## config.mk

```make
export PLATFORM = sky130hd
export DESIGN_NAME = tvg_front_flat
export DESIGN_NICKNAME = d
export VERILOG_FILES = /design/src/tvg_pkg.sv /design/src/tvg_if.sv /design/src/tvg_front.sv /design/src/flat_wrapper.sv
export SDC_FILE = /design/constraint.sdc
export NUM_CORES = 1
export LEC_CHECK = 0
export BUFFER_PORTS_ARGS = -buffer_cell sky130_fd_sc_hd__buf_2
export CORE_ASPECT_RATIO = 0.7
export CORE_MARGIN = 1
export CORE_UTILIZATION = 40
export DETAILED_ROUTE_END_ITERATION = 8
export MAX_ROUTING_LAYER = met4
export PLACE_DENSITY = 0.65
export SKIP_LAST_GASP = 1
export SLEW_MARGIN = 0
export SYNTH_ARGS = -nofsm -noshare
export SYNTH_HDL_FRONTEND = slang
export SYNTH_SLANG_ARGS = --single-unit
```

## constraint.sdc

```tcl
create_clock -name clk -period 4.1 [get_ports clk]
set_clock_uncertainty 0.15 [all_clocks]
set_input_delay 0.615 -clock clk [delete_from_list [all_inputs] [get_ports clk]]
set_output_delay 0.615 -clock clk [all_outputs]
set_load 0.02 [all_outputs]
```

## src/tvg_pkg.sv

```systemverilog
package tvg_pkg;

    localparam int SINE_ENTRIES_DEF  = 1024;
    localparam int MAX_DIVISIONS_DEF = 1024;
    localparam int QUEUE_DEPTH       = 4;

    localparam int IDX_W      = 11;
    localparam int PHASE_W    = 17;
    localparam int STEP_W     = 16;
    localparam int RADIUS_W   = 16;
    localparam int POS_W      = 18;
    localparam int NORM_W     = 16;
    localparam int SINE_W     = 15;
    localparam int CFG_IDX_W  = 3;
    localparam int CFG_DATA_W = 16;

    localparam longint unsigned HALF_PI_Q30 = 64'd1686629713;

    localparam logic [RADIUS_W-1:0] INNER_RADIUS_RST = 16'd256;
    localparam logic [RADIUS_W-1:0] OUTER_RADIUS_RST = 16'd512;
    localparam logic [IDX_W-1:0]    SLICE_COUNT_RST  = 11'd16;
    localparam logic [IDX_W-1:0]    STACK_COUNT_RST  = 11'd16;
    localparam logic [STEP_W-1:0]   SLICE_STEP_RST   = 16'd4096;
    localparam logic [STEP_W-1:0]   STACK_STEP_RST   = 16'd4096;

    typedef enum logic [CFG_IDX_W-1:0] {
        REG_INNER_RADIUS = 3'd0,
        REG_OUTER_RADIUS = 3'd1,
        REG_SLICE_COUNT  = 3'd2,
        REG_STACK_COUNT  = 3'd3,
        REG_SLICE_STEP   = 3'd4,
        REG_STACK_STEP   = 3'd5
    } cfg_idx_e;

    typedef struct packed {
        logic [RADIUS_W-1:0] inner_radius;
        logic [RADIUS_W-1:0] outer_radius;
        logic [IDX_W-1:0]    slice_count;
        logic [IDX_W-1:0]    stack_count;
        logic [STEP_W-1:0]   slice_step;
        logic [STEP_W-1:0]   stack_step;
    } cfg_t;

    typedef struct packed {
        logic [PHASE_W-1:0] slice_phase;
        logic [PHASE_W-1:0] stack_phase;
        logic               last;
    } vreq_t;

    typedef struct packed {
        logic  push;
        vreq_t entry;
    } q_wr_t;

    typedef struct packed {
        logic full;
        logic empty;
    } q_stat_t;

    function automatic logic [SINE_W-1:0] sine_q15(input logic [63:0] x);
        logic [63:0]        mag;
        logic signed [63:0] sum;
        logic [63:0]        q;
        mag = x;
        sum = $signed(x);
        for (int k = 1; k <= 8; k++)
        begin
            mag = (mag * x) >> 30;
            mag = (mag * x) >> 30;
            mag = mag / 64'((2 * k) * (2 * k + 1));
            if ((k & 1) == 1)
            begin
                sum = sum - $signed(mag);
            end
            else
            begin
                sum = sum + $signed(mag);
            end
        end
        if (sum < 0)
        begin
            sum = '0;
        end
        q = (64'(sum) + 64'd16384) >> 15;
        if (q > 64'd32767)
        begin
            q = 64'd32767;
        end
        return q[SINE_W-1:0];
    endfunction

    function automatic logic signed [63:0] round_shift(input logic signed [63:0] v,
                                                       input int unsigned sh);
        logic [63:0] half;
        logic [63:0] mag;
        half = 64'd1 << (sh - 1);
        if (v < 0)
        begin
            mag = (64'(-v) + half) >> sh;
            return -$signed(mag);
        end
        mag = (64'(v) + half) >> sh;
        return $signed(mag);
    endfunction

    function automatic logic signed [POS_W-1:0] sat_pos(input logic signed [63:0] v);
        if (v < -64'sd131072)
        begin
            return -18'sd131072;
        end
        if (v > 64'sd131071)
        begin
            return 18'sd131071;
        end
        return v[POS_W-1:0];
    endfunction

    function automatic logic signed [NORM_W-1:0] sat_norm(input logic signed [63:0] v);
        if (v < -64'sd32768)
        begin
            return -16'sd32768;
        end
        if (v > 64'sd32767)
        begin
            return 16'sd32767;
        end
        return v[NORM_W-1:0];
    endfunction

endpackage

```

## src/tvg_if.sv

```systemverilog
interface tvg_req_if;
    logic valid;
    logic ready;
    logic restart;

    modport source (output valid, output restart, input ready);
    modport sink (input valid, input restart, output ready);
endinterface


```

## src/tvg_front.sv

```systemverilog
module tvg_front #(
    parameter int MAX_DIVISIONS = tvg_pkg::MAX_DIVISIONS_DEF
) (
    input  logic              clk,
    input  logic              rst_n,
    input  tvg_pkg::cfg_t     cfg,
    input  tvg_pkg::q_stat_t  q_stat,
    output tvg_pkg::q_wr_t    q_wr,
    tvg_req_if.sink           req
);

    localparam int CntW = ($clog2(MAX_DIVISIONS + 1) > tvg_pkg::IDX_W) ?
                          $clog2(MAX_DIVISIONS + 1) : tvg_pkg::IDX_W;

    logic [tvg_pkg::IDX_W-1:0]   slice_index_reg, slice_index_next;
    logic [tvg_pkg::IDX_W-1:0]   stack_index_reg, stack_index_next;
    logic [tvg_pkg::PHASE_W-1:0] slice_phase_reg, slice_phase_next;
    logic [tvg_pkg::PHASE_W-1:0] stack_phase_reg, stack_phase_next;

    logic [tvg_pkg::IDX_W-1:0]   cur_slice_index;
    logic [tvg_pkg::IDX_W-1:0]   cur_stack_index;
    logic [tvg_pkg::PHASE_W-1:0] cur_slice_phase;
    logic [tvg_pkg::PHASE_W-1:0] cur_stack_phase;
    logic [CntW-1:0]             slice_eff;
    logic [CntW-1:0]             stack_eff;
    logic [tvg_pkg::PHASE_W:0]   slice_sum;
    logic [tvg_pkg::PHASE_W:0]   stack_sum;
    logic [tvg_pkg::PHASE_W-1:0] slice_adv;
    logic [tvg_pkg::PHASE_W-1:0] stack_adv;
    logic                        row_end;
    logic                        grid_end;
    logic                        accept;

    assign req.ready = !q_stat.full;
    assign accept    = req.valid && req.ready;

    assign cur_slice_index = req.restart ? '0 : slice_index_reg;
    assign cur_stack_index = req.restart ? '0 : stack_index_reg;
    assign cur_slice_phase = req.restart ? '0 : slice_phase_reg;
    assign cur_stack_phase = req.restart ? '0 : stack_phase_reg;

    assign slice_eff = (CntW'(cfg.slice_count) > CntW'(MAX_DIVISIONS)) ?
                       CntW'(MAX_DIVISIONS) : CntW'(cfg.slice_count);
    assign stack_eff = (CntW'(cfg.stack_count) > CntW'(MAX_DIVISIONS)) ?
                       CntW'(MAX_DIVISIONS) : CntW'(cfg.stack_count);

    assign row_end  = CntW'(cur_slice_index) >= slice_eff;
    assign grid_end = row_end && (CntW'(cur_stack_index) >= stack_eff);

    assign slice_sum = (tvg_pkg::PHASE_W+1)'(cur_slice_phase) +
                       (tvg_pkg::PHASE_W+1)'(cfg.slice_step);
    assign stack_sum = (tvg_pkg::PHASE_W+1)'(cur_stack_phase) +
                       (tvg_pkg::PHASE_W+1)'(cfg.stack_step);
    assign slice_adv = slice_sum[tvg_pkg::PHASE_W] ? '1 : slice_sum[tvg_pkg::PHASE_W-1:0];
    assign stack_adv = stack_sum[tvg_pkg::PHASE_W] ? '1 : stack_sum[tvg_pkg::PHASE_W-1:0];

    always_comb
    begin
        slice_index_next = slice_index_reg;
        stack_index_next = stack_index_reg;
        slice_phase_next = slice_phase_reg;
        stack_phase_next = stack_phase_reg;
        if (accept)
        begin
            if (grid_end)
            begin
                slice_index_next = '0;
                stack_index_next = '0;
                slice_phase_next = '0;
                stack_phase_next = '0;
            end
            else if (row_end)
            begin
                slice_index_next = '0;
                slice_phase_next = '0;
                stack_index_next = cur_stack_index + 1'b1;
                stack_phase_next = stack_adv;
            end
            else
            begin
                slice_index_next = cur_slice_index + 1'b1;
                slice_phase_next = slice_adv;
                stack_index_next = cur_stack_index;
                stack_phase_next = cur_stack_phase;
            end
        end
    end

    always_ff @(posedge clk or negedge rst_n)
    begin
        if (!rst_n)
        begin
            slice_index_reg <= '0;
            stack_index_reg <= '0;
            slice_phase_reg <= '0;
            stack_phase_reg <= '0;
        end
        else
        begin
            slice_index_reg <= slice_index_next;
            stack_index_reg <= stack_index_next;
            slice_phase_reg <= slice_phase_next;
            stack_phase_reg <= stack_phase_next;
        end
    end

    assign q_wr.push              = accept;
    assign q_wr.entry.slice_phase = cur_slice_phase;
    assign q_wr.entry.stack_phase = cur_stack_phase;
    assign q_wr.entry.last        = grid_end;

endmodule

```

## src/flat_wrapper.sv

```systemverilog
// flat-port wrapper written by rule: the top's interface ports become plain ports
module tvg_front_flat 
#(
    parameter int MAX_DIVISIONS = tvg_pkg::MAX_DIVISIONS_DEF
)
  (clk, rst_n, cfg, q_stat, q_wr, req_valid, req_restart, req_ready);
  tvg_req_if req_i ();
  input  logic clk;
  input  logic rst_n;
  input  tvg_pkg::cfg_t cfg;
  input  tvg_pkg::q_stat_t q_stat;
  output tvg_pkg::q_wr_t q_wr;
  input wire logic [$bits(req_i.valid)-1:0] req_valid;
  input wire logic [$bits(req_i.restart)-1:0] req_restart;
  output wire logic [$bits(req_i.ready)-1:0] req_ready;
  assign req_i.valid = req_valid;
  assign req_i.restart = req_restart;
  assign req_ready = req_i.ready;
  tvg_front #(.MAX_DIVISIONS(MAX_DIVISIONS)) u_core (.clk(clk), .rst_n(rst_n), .cfg(cfg), .q_stat(q_stat), .q_wr(q_wr), .req(req_i));
endmodule
```

== After elaboration in Yosys (flattened, before gate mapping) ==
Cells that the tools add are included.
Operators by class
  reductions and logical operators: 3
  bitwise gates (word level): 0
  order comparisons: 4
  eq/ne operators: 0
  muxes and demuxes: 16
  add/sub/neg operators: 4
  multiply operators: 0
  div/mod/pow operators: 0
  shift-type cells: 0
Operators by type and width (number)
  two-way mux 17 bit: 8
  two-way mux 11 bit: 8
  adder 17 x 16 -> 18 bit: 2
  adder 11 x 1 -> 11 bit, second input constant: 2
  greater-or-equal comparator 11 bit: 2
  greater-than comparator 11 bit, second input constant: 2
  logical AND 1 bit: 2
  logical NOT 1 bit: 1
Storage, ports and cells
  logic and storage cells: 31
  RAM bits: 0
  memories kept: 0
  bits in latches: 0
  ROM bits: 0
  input port bits: 92
  bits in registers: 56

== Depth between registers and ports, before layout ==
  depth after elaboration: 5
  mapped depth: 17
  depth with buffers taken out: 11

== Worst setup path after synthesis ==
OpenSTA, ideal clock, no wires.
  kind: input to output
  start: input req_restart
  end: output q_wr[0] in the netlist's numbering
  arrival time: 3.508 ns
  required time: 3.335 ns
  path buffers: 8
  slack: -0.173 ns
  stages: 16
  cells stage by stage: clkbuf_1 buf_2 clkbuf_1 buf_2 clkbuf_1 nor2b_1 ha_1 nand4_1 o21ai_1 a21oi_1 o21ba_2 buf_2 a21o_1 inv_2 buf_2 buf_4
On the way
  longest elaborated chain between the ends: 3
  elaborated cells between the ends (all ways): 5
  those cells by class: 2 x order compare; 2 x mux; 1 x reduce/logical
Ends and longest elaborated chain
  from (decl): RTL line flat_wrapper.sv:14  | input wire logic [$bits(req_i.restart)-1:0] req_restart;
  two-way mux 11 bit (on tied branches): RTL line tvg_front.sv:37, tvg_front.sv:38
  greater-or-equal comparator 11 bit (on tied branches): RTL line tvg_front.sv:47, tvg_front.sv:48
  logical AND 1 bit *: RTL line tvg_front.sv:48  | assign grid_end = row_end && (CntW'(cur_stack_index) >= stack_eff);
  to (decl): RTL line flat_wrapper.sv:12  | output tvg_pkg::q_wr_t q_wr;
Every way passes the cells marked *; elsewhere a longest branch is shown, timed or not.

==> summary.md <==
| Metric | Value |
|---|---|
| Initial antenna violation count | 0 |
| Crit path max-delay family | compound AO/OA/AOI/OAI gates |
| R2R Setup Slk | slightly above 1000 ps |
| Hold Path Class | flop to flop |
| Port Buffers | 95 |
| CP Launch Type | primary input |
| Clock sink count | 56 |
| Reg2Reg Depth | 11 |
| Vias | 5,336 |
| Top-count cell post-synth | nand2_1 |
| Post-synthesis register bit count | 56 |
| Peak VDD IR | between 0.1 and 0.15 mV |
| Kind of critical path | primary input to primary output |
| Hold Crit Start | u_core.slice_phase_reg[6]$_DFFE_PN0P_ |
| RSZ-0062 raised after global routing | false |
| Routed Antenna Nets | 0 |
| CTS root buffer | clkbuf_16 |
| Die W | approximately 140 µm |
| Ports | roughly 130 |
| Post-layout min period | between 3000 and 4000 ps |
| Post-Place Setup Slack | about 290 ps |
| Worst skew pair latency | 300 ps |
| Synth area leader | dfrtp_1 |
| Synth Instances | 660 |
| FFs w/ async S/R, synth | 100% |
| Worst path required time | between 3000 and 4000 ps |
| Hold path cells | 2 |
| Mapped Avg Cell Area | slightly above 8 µm² |
| Placeable Area | 13,100 µm² |
| Filler Cell Count | roughly 1,300 |
| Main synth FF type | dfrtp_1 |
| Total CTS buffers | 5 |
| Final worst slack | approximately 280 ps |
| Combinational fraction of design power | 46.2% |
| Status | completed |
| Setup TNS | 0 ps |
| First-iteration detailed-routing DRC count | around 260 |
| Floorplan row count | 35 |
| Leakage | just over 3 nW |
| Setup Viol. Count Final | 0 |
| Die Ht | 98.9 µm |
| Power Internal | ~1.3 mW |
| Pin count of the biggest net entering global routing | 63 |
| Synth area leaders | dfrtp_1 26%, ha_1 13%, nor2b_1 7.5%, o21ai_0 5.1%, nand2_1 4.9% |
| Final Util | between 40% and 50% |
| Final Power | 2.16 mW |
| Sw Ratio | between 30% and 40% |
| Total track usage | 22.3% |
| Crit-path cells | buf_2 -> nand2b_1 -> ha_1 -> nand2b_1 -> a211oi_1 -> o21ai_0 -> a221oi_1 -> a21o_1 -> inv_2 -> buf_2 |
| Initial DRT Pass Iterations | 5 |
| YS warnings | 0 |
| Layout cell share with drive strength beyond 1 | a little under a fifth |
| DP HPWL | about 11,000 µm |
| WL final | around 15,000 µm |
| Syn_nets | 810 |
| Hold Fails Final Rpt | 0 |
| Post-synth top area share | a little over a quarter |
| CP Capture Type | primary output |
| Tcrit/Tclk final | 93.1% |
| Routability Congestion | between 0.9 and 1 |
| RR Startpoint | u_core.stack_index_reg[4]$_DFFE_PN0P_ |
| Number of synthesized flops with an enable pin | 0 |
| Slew Limit Fails | 0 |
| Vias per std cell | around 5.8 |
| Relative slew slack | a little over a quarter |
| Critical path's slowest cell | buf_2 |
| CTS tree | built |
| First-pass GRT wire length | 24,700 µm |
| Final routed DRC violation total | 0 |
| Routed len/inst | about 16 µm |
| Setup bufs post-CTS | 0 |
| CP peak stage delay | 550 ps |
| Layout area overhead | 16.4% |
| Pwr/cell area | 346 nW/µm² |
| Initial Util | 40.9% |
| Die Footprint | approximately 14,000 µm² |
| Max Fanout on Critical Path | 38 |
| Via count of the first global-routing pass | about 5,000 |
| Part of the power in registers | between 30% and 40% |
| Synth cell count leaders | 70 x nand2_1, 64 x nor2b_1, 56 x dfrtp_1, 56 x ha_1, 55 x o21ai_0 |
| CP bufs+invs | 3 |
| Tightest Pin Transition | 1090 ps |
| CTS resizes | 0 |
| Crit path DAT | a little over 3000 ps |
| Highest clock rate | 262 MHz |
| Grt total ovfl | 0 |
| Synth unique cells | 63 |
| Hold Buf Count CTS | 0 |
| # diodes | 0 |
| CTS HTree Levels | 2 |
| Hold Path Sink | u_core.slice_phase_reg[6]$_DFFE_PN0P_ |
| Net switching power figure | about 0.85 mW |
| Clk pwr share | 20.5% |
| Clock Pin Slew Worst Setup and Hold Paths | ~70 ps |
| CTS max path bufs | 2 |
| NumNets Final | 906 |
| Cell area after synthesis | between 5000 and 6000 µm² |
| Worst R2R End | u_core.stack_index_reg[5]$_DFFE_PN0P_ |
| Sequential area share after synthesis | approximately a quarter |
| Max cap viols | 0 |
-- through the flow --
step	area, µm²	instances	hold WS [ps]
after floorplan	5370	660	169
after global placement	6100	915	308
after detailed placement	6100	915	314
after CTS	6250	923	331
after global routing	6250	923	353
final	6250	923	328
-- worst max path at each step --
stage	to	cells after the start	from	slack, ps
2_1_floorplan	q_wr[0]	16	req_restart	30
5_1_grt	q_wr[0]	10	req_restart	60
3_5_place_dp	u_core.slice_phase_reg[15]$_DFFE_PN0P_	12	req_restart	290
6_report	q_wr[0]	10	req_restart	280
4_1_cts	q_wr[0]	10	req_restart	320
3_3_place_gp	u_core.slice_phase_reg[15]$_DFFE_PN0P_	12	req_restart	310
-- per-layer routing --
metal  vias to the layer above  track usage [%]  part of all wire [%]
met5                         -                -                     0
met4                         0             4.18                  0.85
met3                        13             2.24                   4.9
met2                       157             34.9                    44
met1                      2534             31.6                    50
li1                       2632                -                     -
-- layout make-up --
| type | count | area [µm²] | area share [%] |
|---|---|---|---|
| multi-input cells | 551 | 3740 | 59.9 |
| inverters | 22 | 82.6 | 1.32 |
| well taps | 166 | 208 | 3.33 |
| clock buffers | 5 | 125 | 2.00 |
| clock inverters | 3 | 22.5 | 0.361 |
| repair buffers | 120 | 663 | 10.6 |
| flip-flops and latches | 56 | 1400 | 22.4 |
-- power by group through the flow --
stage	Combinational, mW	Sequential, mW	Clock, mW
detailed placement	0.985	0.730	0
finish	0.997	0.719	0.443
CTS	0.992	0.719	0.451
global placement	0.959	0.725	0
floorplan	0.720	0.711	0
global route	1.10	0.734	0.478
-- worst reg2reg max path, stage by stage (launching register included) --
cell	delay [ps]
dfrtp_1	440
nor2b_1	160
ha_1	330
a211oi_1	250
o21a_1	160
o21ai_0	70
a221oi_1	440
a21o_1	210
inv_2	90
buf_4	190
nor4b_1	350
o22a_1	180
-- placed cells by master, fill, tap and decap left out, types with 5 or more instances in the layout --
cell	instances
nor4_1	6
inv_1	19
a211oi_1	13
a22o_1	5
dfrtp_1	56
buf_4	25
nor4b_1	5
a21o_1	13
nand3_1	21
and3_1	9
xor2_1	10
o21a_1	11
a32o_1	11
clkbuf_16	5
nor3_1	17
o21ai_0	55
nand4_1	7
buf_2	95
a21oi_1	35
or3_1	11
xnor2_1	12
nand2_1	69
nand2b_1	8
o211ai_1	9
o31ai_1	9
ha_1	56
nor2_1	33
nor2b_1	64
-- logic make-up (layout without fill, tap and decap cells) --
| family | Yosys count | after routing | synth area share (%) |
|---|---|---|---|
| AOI/OAI and AO/OA | 202 | 202 | 25.7 |
| muxes | 4 | 4 | 0.746 |
| adders and majority gates | 58 | 58 | 13.8 |
| buffers and inverters | 53 | 150 | 4.20 |
| DFF | 56 | 56 | 26.1 |
| and+or+nand+nor | 265 | 265 | 25.9 |
| xor gates and xnor gates | 22 | 22 | 3.59 |
Power figures use the tool's default switching activity.
