==> config.mk <==
export PLATFORM = sky130hd
export DESIGN_NAME = tvg_queue
export DESIGN_NICKNAME = d
export VERILOG_FILES = /design/src/tvg_pkg.sv /design/src/tvg_queue.sv
export SDC_FILE = /design/constraint.sdc
export NUM_CORES = 1
export LEC_CHECK = 0
export BUFFER_PORTS_ARGS = -buffer_cell sky130_fd_sc_hd__buf_2
export CORE_MARGIN = 4
export CORE_UTILIZATION = 48
export DETAILED_ROUTE_END_ITERATION = 16
export GPL_ROUTABILITY_DRIVEN = 0
export GPL_TIMING_DRIVEN = 0
export HOLD_SLACK_MARGIN = 0.08
export PLACE_DENSITY = 0.7
export REMOVE_ABC_BUFFERS = 1
export SYNTH_ARGS = -nofsm -noshare
export SYNTH_HDL_FRONTEND = slang
export SYNTH_SLANG_ARGS = --single-unit
==> constraint.sdc <==
create_clock -name clk -period 1.75 [get_ports clk]
set_input_delay 0.525 -clock clk [delete_from_list [all_inputs] [get_ports clk]]
set_output_delay 0.525 -clock clk [all_outputs]
set_load 0.1 [all_outputs]
==> src/tvg_pkg.sv <==
package tvg_pkg;

    localparam int SINE_ENTRIES_DEF  = 1024;
    localparam int MAX_DIVISIONS_DEF = 1024;
    localparam int QUEUE_DEPTH       = 4;

    localparam int IDX_W      = 11;
    localparam int PHASE_W    = 17;
    localparam int STEP_W     = 16;
    localparam int RADIUS_W   = 16;
    localparam int POS_W      = 18;
    localparam int NORM_W     = 16;
    localparam int SINE_W     = 15;
    localparam int CFG_IDX_W  = 3;
    localparam int CFG_DATA_W = 16;

    localparam longint unsigned HALF_PI_Q30 = 64'd1686629713;

    localparam logic [RADIUS_W-1:0] INNER_RADIUS_RST = 16'd256;
    localparam logic [RADIUS_W-1:0] OUTER_RADIUS_RST = 16'd512;
    localparam logic [IDX_W-1:0]    SLICE_COUNT_RST  = 11'd16;
    localparam logic [IDX_W-1:0]    STACK_COUNT_RST  = 11'd16;
    localparam logic [STEP_W-1:0]   SLICE_STEP_RST   = 16'd4096;
    localparam logic [STEP_W-1:0]   STACK_STEP_RST   = 16'd4096;

    typedef enum logic [CFG_IDX_W-1:0] {
        REG_INNER_RADIUS = 3'd0,
        REG_OUTER_RADIUS = 3'd1,
        REG_SLICE_COUNT  = 3'd2,
        REG_STACK_COUNT  = 3'd3,
        REG_SLICE_STEP   = 3'd4,
        REG_STACK_STEP   = 3'd5
    } cfg_idx_e;

    typedef struct packed {
        logic [RADIUS_W-1:0] inner_radius;
        logic [RADIUS_W-1:0] outer_radius;
        logic [IDX_W-1:0]    slice_count;
        logic [IDX_W-1:0]    stack_count;
        logic [STEP_W-1:0]   slice_step;
        logic [STEP_W-1:0]   stack_step;
    } cfg_t;

    typedef struct packed {
        logic [PHASE_W-1:0] slice_phase;
        logic [PHASE_W-1:0] stack_phase;
        logic               last;
    } vreq_t;

    typedef struct packed {
        logic  push;
        vreq_t entry;
    } q_wr_t;

    typedef struct packed {
        logic full;
        logic empty;
    } q_stat_t;

    function automatic logic [SINE_W-1:0] sine_q15(input logic [63:0] x);
        logic [63:0]        mag;
        logic signed [63:0] sum;
        logic [63:0]        q;
        mag = x;
        sum = $signed(x);
        for (int k = 1; k <= 8; k++)
        begin
            mag = (mag * x) >> 30;
            mag = (mag * x) >> 30;
            mag = mag / 64'((2 * k) * (2 * k + 1));
            if ((k & 1) == 1)
            begin
                sum = sum - $signed(mag);
            end
            else
            begin
                sum = sum + $signed(mag);
            end
        end
        if (sum < 0)
        begin
            sum = '0;
        end
        q = (64'(sum) + 64'd16384) >> 15;
        if (q > 64'd32767)
        begin
            q = 64'd32767;
        end
        return q[SINE_W-1:0];
    endfunction

    function automatic logic signed [63:0] round_shift(input logic signed [63:0] v,
                                                       input int unsigned sh);
        logic [63:0] half;
        logic [63:0] mag;
        half = 64'd1 << (sh - 1);
        if (v < 0)
        begin
            mag = (64'(-v) + half) >> sh;
            return -$signed(mag);
        end
        mag = (64'(v) + half) >> sh;
        return $signed(mag);
    endfunction

    function automatic logic signed [POS_W-1:0] sat_pos(input logic signed [63:0] v);
        if (v < -64'sd131072)
        begin
            return -18'sd131072;
        end
        if (v > 64'sd131071)
        begin
            return 18'sd131071;
        end
        return v[POS_W-1:0];
    endfunction

    function automatic logic signed [NORM_W-1:0] sat_norm(input logic signed [63:0] v);
        if (v < -64'sd32768)
        begin
            return -16'sd32768;
        end
        if (v > 64'sd32767)
        begin
            return 16'sd32767;
        end
        return v[NORM_W-1:0];
    endfunction

endpackage

==> src/tvg_queue.sv <==
module tvg_queue (
    input  logic              clk,
    input  logic              rst_n,
    input  tvg_pkg::q_wr_t    q_wr,
    input  logic              pop,
    output tvg_pkg::vreq_t    head,
    output tvg_pkg::q_stat_t  q_stat
);

    localparam int PtrW = $clog2(tvg_pkg::QUEUE_DEPTH);
    localparam int CntW = $clog2(tvg_pkg::QUEUE_DEPTH + 1);

    tvg_pkg::vreq_t   mem_reg [tvg_pkg::QUEUE_DEPTH];
    logic [PtrW-1:0]  wr_ptr_reg, wr_ptr_next;
    logic [PtrW-1:0]  rd_ptr_reg, rd_ptr_next;
    logic [CntW-1:0]  count_reg, count_next;

    always_comb
    begin
        wr_ptr_next = wr_ptr_reg;
        rd_ptr_next = rd_ptr_reg;
        count_next  = count_reg;
        if (q_wr.push)
        begin
            wr_ptr_next = (wr_ptr_reg == PtrW'(tvg_pkg::QUEUE_DEPTH - 1)) ?
                          '0 : wr_ptr_reg + 1'b1;
        end
        if (pop)
        begin
            rd_ptr_next = (rd_ptr_reg == PtrW'(tvg_pkg::QUEUE_DEPTH - 1)) ?
                          '0 : rd_ptr_reg + 1'b1;
        end
        if (q_wr.push && !pop)
        begin
            count_next = count_reg + 1'b1;
        end
        else if (pop && !q_wr.push)
        begin
            count_next = count_reg - 1'b1;
        end
    end

    always_ff @(posedge clk or negedge rst_n)
    begin
        if (!rst_n)
        begin
            wr_ptr_reg <= '0;
            rd_ptr_reg <= '0;
            count_reg  <= '0;
        end
        else
        begin
            wr_ptr_reg <= wr_ptr_next;
            rd_ptr_reg <= rd_ptr_next;
            count_reg  <= count_next;
        end
    end

    always_ff @(posedge clk)
    begin
        if (q_wr.push)
        begin
            mem_reg[wr_ptr_reg] <= q_wr.entry;
        end
    end

    assign head         = mem_reg[rd_ptr_reg];
    assign q_stat.full  = (count_reg == CntW'(tvg_pkg::QUEUE_DEPTH));
    assign q_stat.empty = (count_reg == '0);

endmodule

Yosys cells after proc, flatten, opt, wreduce, memory -nomap -nowiden
Memory sizes are Yosys's and may differ from the RTL's.
Index checks and enable logic that the tools add are counted.
Storage, ports and cells
  bits in registers: 7
  RAM bits: 140
  memories: 1
Memory list
  mem_reg: depth 4, bits a word 35, read ports 1, clocked after Yosys merged registers in 0, write ports 1, line tvg_queue.sv:13  | tvg_pkg::vreq_t mem_reg [tvg_pkg::QUEUE_DEPTH];
Cells by class
  add/sub/neg operators: 4
  equality and inequality tests: 3
  muxes and demuxes: 6
  reductions and logical operators: 6
Operators with widths (number)
  $mux 3: 2
  $add 2x1->2 const B: 2
  $eq 2x2->1 const B: 2
  $mux 2: 2
  $add 3x1->3 const B: 1
  $eq 3x3->1 const B: 1
  $logic_not 3->1: 1
  $sub 3x1->3 const B: 1
  $logic_and 1x1->1: 2
  $logic_not 1->1: 2
  $mux 1: 2
  $reduce_bool 2->1: 1

Longest topological paths before layout
Gate-level depths: netlist of run 1.
  word-level depth: 4
  depth in mapped cells: 7

Worst setup path after synthesis of run 1
Ideal clock, no wire load.
  path kind: flip-flop to output port
  start point: reg count_reg[0]
  end point: out q_stat[1] (netlist name)
  data arrival time: 2653 ps
  data required time: 1225 ps
  path slack: -1428 ps
  cell stages (with the launch flop): 2
  cell sequence: dfrtp_1 > nor3b_1
RTL lines
  from (decl): line tvg_queue.sv:16  | logic [CntW-1:0] count_reg, count_next;
  from (signal assigned): line tvg_queue.sv:55  | count_reg <= count_next;
  to (decl): line tvg_queue.sv:7  | output tvg_pkg::q_stat_t q_stat

==> results of run 1 <==
cell type report:
type,count,share of cell area
sequential,147,0.6170
clock inverter,12,0.02304
inverter,4,0.002110
timing repair buffer,89,0.1273
multi-input combinational,61,0.1451
tap,140,0.02462
clock buffer,19,0.06085
metal layers:
metal	share of wire	up-vias	track usage	routed length, microns
met3	0.056	11	0.06158	550
met1	0.40	1316	0.1999	3909
met4	0.011	0	0.06651	110
li1	-	1124	-	-
met2	0.53	67	0.2639	5197
met5	0	-	0	0
cells by family (layout without fill, tap and decap cells):
| group | Yosys count | after routing | synth area share |
|---|---|---|---|
| buf+inv | 12 | 124 | 0.01926 |
| simple gates | 11 | 11 | 0.01020 |
| xor+xnor | 3 | 3 | 0.004760 |
| mux | 38 | 38 | 0.1536 |
| fa+ha+maj | 7 | 7 | 0.01722 |
| flops | 147 | 147 | 0.7931 |
| compound gates | 2 | 2 | 0.001813 |
cells in the mapped netlist:
cell type    n
ha_1         6
xnor2_1      1
mux4_1       7
inv_1        4
dfrtp_1      7
and2_1       4
buf_6        1
mux2_2       3
o21ai_0      2
buf_12       3
mux4_2      28
buf_2        4
edfxtp_1   140
nor3b_1      1
nor2_1       3
xor2_1       2
nor3_1       1
nand2_1      2
fa_1         1
stage by stage:
step	hold WS, ps	util	cells	setup slack, ps
floorplan	229.4	-	212	-1428
global placement	361.8	0.5422	427	-1889
detailed placement	371.8	0.5538	433	-707.0
CTS	304.3	0.6490	476	-691.6
global route	300.8	0.6450	472	-689.6
finish	326.6	0.6450	472	-631.3
worst min-delay path by stage:
stage,from,endpoint,cells past startpoint
6_report,q_wr[11],mem_reg[1][11],1
5_1_grt,q_wr[5],mem_reg[2][5],1
4_1_cts,q_wr[33],mem_reg[0][33],1
3_5_place_dp,rst_n,count_reg[2],1
3_3_place_gp,rst_n,count_reg[2],1
2_1_floorplan,rst_n,count_reg[0],0
timing repair:
action	4_1_cts	5_1_grt
setup buffers	8	0
endpoints found under the setup margin	37	58
gates cloned	3	0
pin swaps	1	0
hold buffers	1	0
hold endpoints to repair	7	0
gates resized for setup	109	13
==> results.json, run 1 <==
{
  "status": "complete, but fails checks",
  "violations": "setup timing",
  "timing.setup.tns_ps": -20850,
  "synth-seq-cells": 147,
  "reg2regPathDepth": 4,
  "endpoint": "head[26]",
  "avgSynthCellArea_sq_um": 25.10,
  "htree_num_levels": 4,
  "skew_ps": 4.902,
  "fmax_ghz": 0.4199,
  "cts_buffers": 17,
  "cp_top_family": "multiplexers",
  "synth.distinct_cells": 19,
  "cap_violations": 0,
  "grt_pass1_wl_mm": 15.39,
  "largest_reg_flops": 140,
  "clk_latency_ps": 410,
  "cp-startpoint": "rd_ptr_reg[0]",
  "die_w_microns": 115.3,
  "io_pins": 76,
  "vias": 2518,
  "drtAntennaViolNets": 0,
  "cp_data_arrival_time_ps": 1860,
  "dpl_cell_area_sq_um": 6108,
  "critical_path_class": "flip-flop to primary output",
  "start_util": 0.5006,
  "nNetsFinal": 366,
  "worst_slack_ps": -631.3,
  "cp_data_required_time_ps": 1220,
  "grt_usage": 0.1633,
  "min_period_over_period": 1.361,
  "worstMarginPinSlew_ps": 447.4,
  "remaining_drc_errors": 0,
  "synth_top_cell_by_area": "edfxtp_1",
  "final_cell_mix": "edfxtp_1, buf_2, mux4_2, buf_6, clkbuf_16",
  "rrSetupSlack_ps": 70,
  "cp_cell_sequence": "buf_16, mux4_2, buf_8",
  "cts_tree": "done",
  "dieArea_sq_um": 13280,
  "grt_pass1_vias": 2822,
  "period_minus_slack_ps": 2381,
  "hold_viol_final": 0,
  "path_clk_slew_ps": 60,
  "finalSetupViolCount": 37,
  "yosysWarnings": 0,
  "multi_input_area_sq_um": 1032,
  "crit_path_top_delay_cell": "mux4_2",
  "clockBufferDepth": 2,
  "grt_antenna_before_repair": 0,
  "worstReg2RegEnd": "mem_reg[0][8]",
  "clock-sinks": 147,
  "design_area_sq_um": 7114,
  "cts-root-buf": "clkbuf_16",
  "drt_iter0_drc": 133,
  "r2r-start": "wr_ptr_reg[0]",
  "fill_cells": 733,
  "cp.buffers_inverters": 2,
  "drive_gt1_frac": 0.4910,
  "ys_seq_area_frac": 0.7931,
  "design.core.area_sq_um": 11030,
  "start_kind": "flip-flop",
  "syn_area_sq_um": 5522,
  "holdCritPathClass": "input pin to flip-flop",
  "fp.dieH_microns": 115.3,
  "dr.pass1.iters": 4,
  "dp_hpwl_mm": 5.629,
  "grt_overflow_total": 0,
  "rsz0062_at_grt": "true",
  "drt-wirelength-per-cell_microns": 20.69,
  "syn_to_final_growth_pct": 28.85,
  "placementRows": 38,
  "synthTopCellsByArea": "edfxtp_1, mux4_2, mux4_1, dfrtp_1, ha_1",
  "cpPeakStageDelay_ps": 560,
  "regArea_sq_um": 4389,
  "relSlewSlack": 0.7017,
  "final_common_cell": "edfxtp_1",
  "slew_viol_final": 0,
  "io_buffers": 75,
  "wirelength_mm": 9.767,
  "synth_cells": 220,
  "crit_fanout": 11,
  "antenna_cells": 0,
  "cp-end-kind": "primary output",
  "cp.depth": 3,
  "via_per_inst": 5.335,
  "grt_max_degree": 26,
  "netlist.area_leader.share": 0.7614
}
Power of run 1 is not shown: default switching activity piles up to over one toggle a cycle in this logic, so the estimate is an artifact.
==> run 2: changes to the inputs <==
--- a/config.mk
+++ b/config.mk
@@ -12,7 +12,7 @@
 export GPL_ROUTABILITY_DRIVEN = 0
 export GPL_TIMING_DRIVEN = 0
 export HOLD_SLACK_MARGIN = 0.08
-export PLACE_DENSITY = 0.7
+export PLACE_DENSITY = 0.68
 export REMOVE_ABC_BUFFERS = 1
 export SYNTH_ARGS = -nofsm -noshare
 export SYNTH_HDL_FRONTEND = slang
==> constraint.sdc (replaced) <==
create_clock -name clk -period 2.84 [get_ports clk]
set_input_delay 0.852 -clock clk [delete_from_list [all_inputs] [get_ports clk]]
set_output_delay 0.852 -clock clk [all_outputs]
set_load 0.1 [all_outputs]
==> run 2 against run 1 <==
  * Critical path depth unchanged
  * Final area down 4.1%
  * Sequential share of layout area up 2.6 points
  * The flow now finishes without violations
==> results.json, run 2 (synthesis gave the netlist of run 1 again) <==
{
  "grt_pass1_vias": 2656,
  "final_common_cell": "edfxtp_1",
  "holdCritPathClass": "input pin to async pin",
  "grt_max_degree": 24,
  "rsz0062_at_grt": "false",
  "fill_cells": 786,
  "clk_latency_ps": 400,
  "remaining_drc_errors": 0,
  "clock-sinks": 147,
  "io_pins": 76,
  "cts-root-buf": "clkbuf_16",
  "clockBufferDepth": 2,
  "cp_cell_sequence": "buf_4, mux4_1, buf_2",
  "vias": 2481,
  "start_kind": "flip-flop",
  "regArea_sq_um": 4387,
  "slew_viol_final": 0,
  "cts_buffers": 17,
  "design.core.area_sq_um": 11030,
  "relSlewSlack": 0.6185,
  "path_clk_slew_ps": 60,
  "cp_data_required_time_ps": 1990,
  "cts_tree": "done",
  "cpPeakStageDelay_ps": 590,
  "cap_violations": 0,
  "critical_path_class": "flip-flop to primary output",
  "dp_hpwl_mm": 5.733,
  "grt_overflow_total": 0,
  "min_period_over_period": 0.9833,
  "grt_antenna_before_repair": 0,
  "dr.pass1.iters": 4,
  "cp-end-kind": "primary output",
  "drive_gt1_frac": 0.4512,
  "via_per_inst": 5.301,
  "grt_pass1_wl_mm": 14.07,
  "hold_viol_final": 0,
  "status": "finished clean",
  "drt_iter0_drc": 124,
  "cts_hold_buf": 0,
  "cp_data_arrival_time_ps": 1940,
  "worstMarginPinSlew_ps": 572.3,
  "drt-wirelength-per-cell_microns": 19.27,
  "skew_ps": 6.033,
  "multi_input_area_sq_um": 1041,
  "crit_fanout": 5,
  "fp.dieH_microns": 115.3,
  "finalSetupViolCount": 0,
  "htree_num_levels": 4,
  "io_buffers": 75,
  "drtAntennaViolNets": 0,
  "placementRows": 38,
  "post-route-util": 0.6186,
  "dieArea_sq_um": 13280,
  "nNetsFinal": 362,
  "crit_path_top_delay_cell": "mux4_1",
  "wirelength_mm": 9.018,
  "period_minus_slack_ps": 2792,
  "start_util": 0.5006,
  "die_w_microns": 115.3,
  "fmax_ghz": 0.3581,
  "syn_to_final_growth_pct": 23.59,
  "final_cell_mix": "edfxtp_1, buf_2, mux4_2, clkbuf_16, mux4_1",
  "antenna_cells": 0,
  "largest_reg_flops": 140,
  "grt_usage": 0.1467
}
run 2: area by class of cell:
class,count,share of cell area
clock inverters,13,0.03135
multi-input cells,61,0.1525
flip-flops and latches,147,0.6428
well taps,140,0.02567
clock buffers,18,0.06289
repair buffers,85,0.08251
inverters,4,0.002200
run 2: per-layer routing:
| layer | up-vias | GRT usage | share of wire |
|---|---|---|---|
| met1 | 1283 | 0.1881 | 0.43 |
| met4 | 0 | 0.05164 | 0.0099 |
| met2 | 60 | 0.2392 | 0.51 |
| met5 | - | 0 | 0 |
| met3 | 8 | 0.04579 | 0.049 |
| li1 | 1130 | - | - |
run 2: timing repair:
action	4_1_cts	5_1_grt
gates resized for setup	3	3
setup endpoints to repair	35	2
buffers inserted	4	0
endpoints found under the hold margin	0	0
run 2: worst max-delay path, delay by kind of cell, from the launching register on:
family,cells,cell delay [ps]
mux,1,590
flops,1,460
buf+inv,2,500
run 2: metrics by stage:
stage | cells | setup TNS (ps) | instance area [sq um] | setup WS [ps] | hold slack (ps)
2_1_floorplan | 212 | -16790 | 5430 | -664.8 | 456.3
3_3_place_gp | 427 | -55710 | 5981 | -1133 | 475.7
3_5_place_dp | 433 | -364.6 | 6131 | -77.52 | 505.6
4_1_cts | 468 | 0 | 6819 | 17.10 | 267.7
5_1_grt | 468 | 0 | 6824 | 1.534 | 266.3
6_report | 468 | 0 | 6824 | 47.53 | 279.6
run 2: final timing paths:
path / end / cells after the start / startpoint / slack [ps]
setup / recovery: head[23] / 3 / rd_ptr_reg[0] / 50
hold / removal: count_reg[2] / 1 / rst_n / 280
setup reg to reg: mem_reg[0][21] / 4 / wr_ptr_reg[0] / 1110
hold reg to reg: count_reg[2] / 1 / count_reg[2] / 510
max in group asynchronous: rd_ptr_reg[1] / 1 / rst_n / 2380
min in group clk: count_reg[2] / 1 / count_reg[2] / 510
Power of run 2 is left out for the same reason.
==> run 3: changes to the inputs <==
--- a/config.mk
+++ b/config.mk
@@ -5,6 +5,7 @@
 export SDC_FILE = /design/constraint.sdc
 export NUM_CORES = 1
 export LEC_CHECK = 0
+export ABC_AREA = 1
 export BUFFER_PORTS_ARGS = -buffer_cell sky130_fd_sc_hd__buf_2
 export CORE_MARGIN = 4
 export CORE_UTILIZATION = 48
@@ -12,7 +13,7 @@
 export GPL_ROUTABILITY_DRIVEN = 0
 export GPL_TIMING_DRIVEN = 0
 export HOLD_SLACK_MARGIN = 0.08
-export PLACE_DENSITY = 0.68
+export PLACE_DENSITY = 0.67
 export REMOVE_ABC_BUFFERS = 1
 export SYNTH_ARGS = -nofsm -noshare
 export SYNTH_HDL_FRONTEND = slang
==> run 3 against run 2 <==
  * Critical path depth rose by 1
  * Worst hold slack got worse by 10 ps
  * Core utilization is 1.0 points lower
  * Count of clock-buffer cells in the layout did not move
  * First-iteration DRC count grew 95%
  * Critical path type unchanged
  * Highest routed layer is now met5
==> results.json, run 3 <==
{
  "dieArea_sq_um": 14490,
  "holdCritPathClass": "input pin to async pin",
  "cp-end-kind": "primary output",
  "cp_top_family": "flip-flops",
  "fmax_ghz": 0.3680,
  "path_clk_slew_ps": 60,
  "synth-seq-cells": 147,
  "remaining_drc_errors": 0,
  "die_w_microns": 120.4,
  "dp_hpwl_mm": 6.049,
  "cts_tree": "done",
  "antenna_cells": 0,
  "cts_buffers": 17,
  "syn_to_final_growth_pct": 22.11,
  "design.core.area_sq_um": 12160,
  "rsz0062_at_grt": "false",
  "hold_viol_final": 0,
  "grt_max_degree": 41,
  "status": "finished clean",
  "grt_antenna_before_repair": 1,
  "crit_path_top_delay_cell": "dfrtp_4",
  "drtAntennaViolNets": 0,
  "synth_top_cell_by_area": "edfxtp_1",
  "placementRows": 40,
  "cpPeakStageDelay_ps": 640,
  "period_minus_slack_ps": 2717,
  "cts-root-buf": "clkbuf_16",
  "cap_violations": 0,
  "synthTopCellsByArea": "edfxtp_1, nand2_1, o211ai_1, inv_1, dfrtp_1",
  "finalSetupViolCount": 0,
  "avgSynthCellArea_sq_um": 13.17,
  "post-route-util": 0.6084,
  "clock-sinks": 147,
  "wirelength_mm": 11.41,
  "start_kind": "flip-flop",
  "fp.dieH_microns": 120.4,
  "synth_commonest_cells": "edfxtp_1, nand2_1, inv_1, o211ai_1, inv_2",
  "start_util": 0.4983,
  "clockBufferDepth": 2,
  "grt_overflow_total": 0,
  "syn_area_sq_um": 6060,
  "crit_fanout": 36,
  "critical_path_class": "flip-flop to primary output",
  "nNetsFinal": 585,
  "clk_latency_ps": 410,
  "cp_cell_sequence": "inv_12, o211ai_1, nand2_1, buf_4",
  "worstMarginPinSlew_ps": 888.9,
  "drive_gt1_frac": 0.2699,
  "synth_ff_type": "edfxtp_1",
  "grt_pass1_wl_mm": 17.88,
  "htree_num_levels": 4,
  "ys_seq_area_frac": 0.7227,
  "dr.pass1.iters": 5,
  "synth.distinct_cells": 22,
  "skew_ps": 5.872,
  "grt_pass1_vias": 3499,
  "yosysWarnings": 0,
  "io_pins": 76,
  "grt_usage": 0.1657,
  "final_cell_mix": "edfxtp_1, nand2_1, o211ai_1, inv_1, buf_2",
  "drt_iter0_drc": 242,
  "yosysMostFrequentCell": "edfxtp_1",
  "cp_data_required_time_ps": 1990,
  "synth_cells": 460,
  "final_common_cell": "edfxtp_1",
  "synth_edf_count": 140,
  "post-place-ws_ps": -102.8,
  "worst_slack_ps": 122.5,
  "vias": 3617,
  "slew_viol_final": 0,
  "drt-wirelength-per-cell_microns": 15.84,
  "largest_reg_flops": 140,
  "via_per_inst": 5.024,
  "cts_hold_buf": 0,
  "cp_data_arrival_time_ps": 1870,
  "min_period_over_period": 0.9569,
  "async_reset_ff_frac": 0.04762,
  "cp.buffers_inverters": 2,
  "relSlewSlack": 0.4065,
  "netlist.area_leader.share": 0.6938,
  "io_buffers": 75
}
[run 3: worst paths after layout]
kind | start | slack [ps] | end | depth (start not counted)
max in group asynchronous | rst_n | 2390 | rd_ptr_reg[1] | 1
worst min-delay path | rst_n | 270 | count_reg[1] | 1
min in group clk | count_reg[2] | 520 | count_reg[2] | 2
worst min register to register | count_reg[2] | 520 | count_reg[2] | 2
worst max-delay path | rd_ptr_reg[1] | 120 | head[10] | 4
worst max register to register | wr_ptr_reg[0] | 1070 | mem_reg[2][24] | 4
[run 3: kinds of logic after synthesis]
logic type | share of synthesized area
compound gates | 0.1008
xor+xnor | 0.001446
fa+ha+maj | 0.01569
buf+inv | 0.08032
flops | 0.7227
simple gates | 0.07908
[run 3: cell type report]
type,instances,area (sq um)
flip-flops and latches,147,4384
inverters,83,340.3
clock buffers,18,429.2
clock inverters,14,191.4
well taps,168,210.2
multi-input cells,208,1194
repair inverters,1,8.758
fillers,978,4762
repair buffers,81,641.9
[run 3: what timing repair did]
action,in CTS,in global routing
setup endpoints to repair,35,14
buffers inserted,1,1
cloned,2,0
gates resized for setup,60,1
[run 3: metal layers]
metal | vias up | global-route usage | share of wire
met2 | 82 | 0.2705 | 0.50
met5 | - | 0 | 0.0011
li1 | 1758 | - | -
met4 | 2 | 0.06870 | 0.014
met1 | 1762 | 0.2059 | 0.44
met3 | 13 | 0.05145 | 0.043
[run 3: through the flow]
stage	instances	hold slack, ps	TNS, ps	cell area, sq um
floorplan	438	463.4	-16450	5887
finish	720	269.5	0	7400
global placement	681	481.5	-27770	6472
detailed placement	684	501.8	-1957	6536
CTS	719	257.2	0	7397
global route	720	255.4	0	7400
Power of run 3 is left out for the same reason.
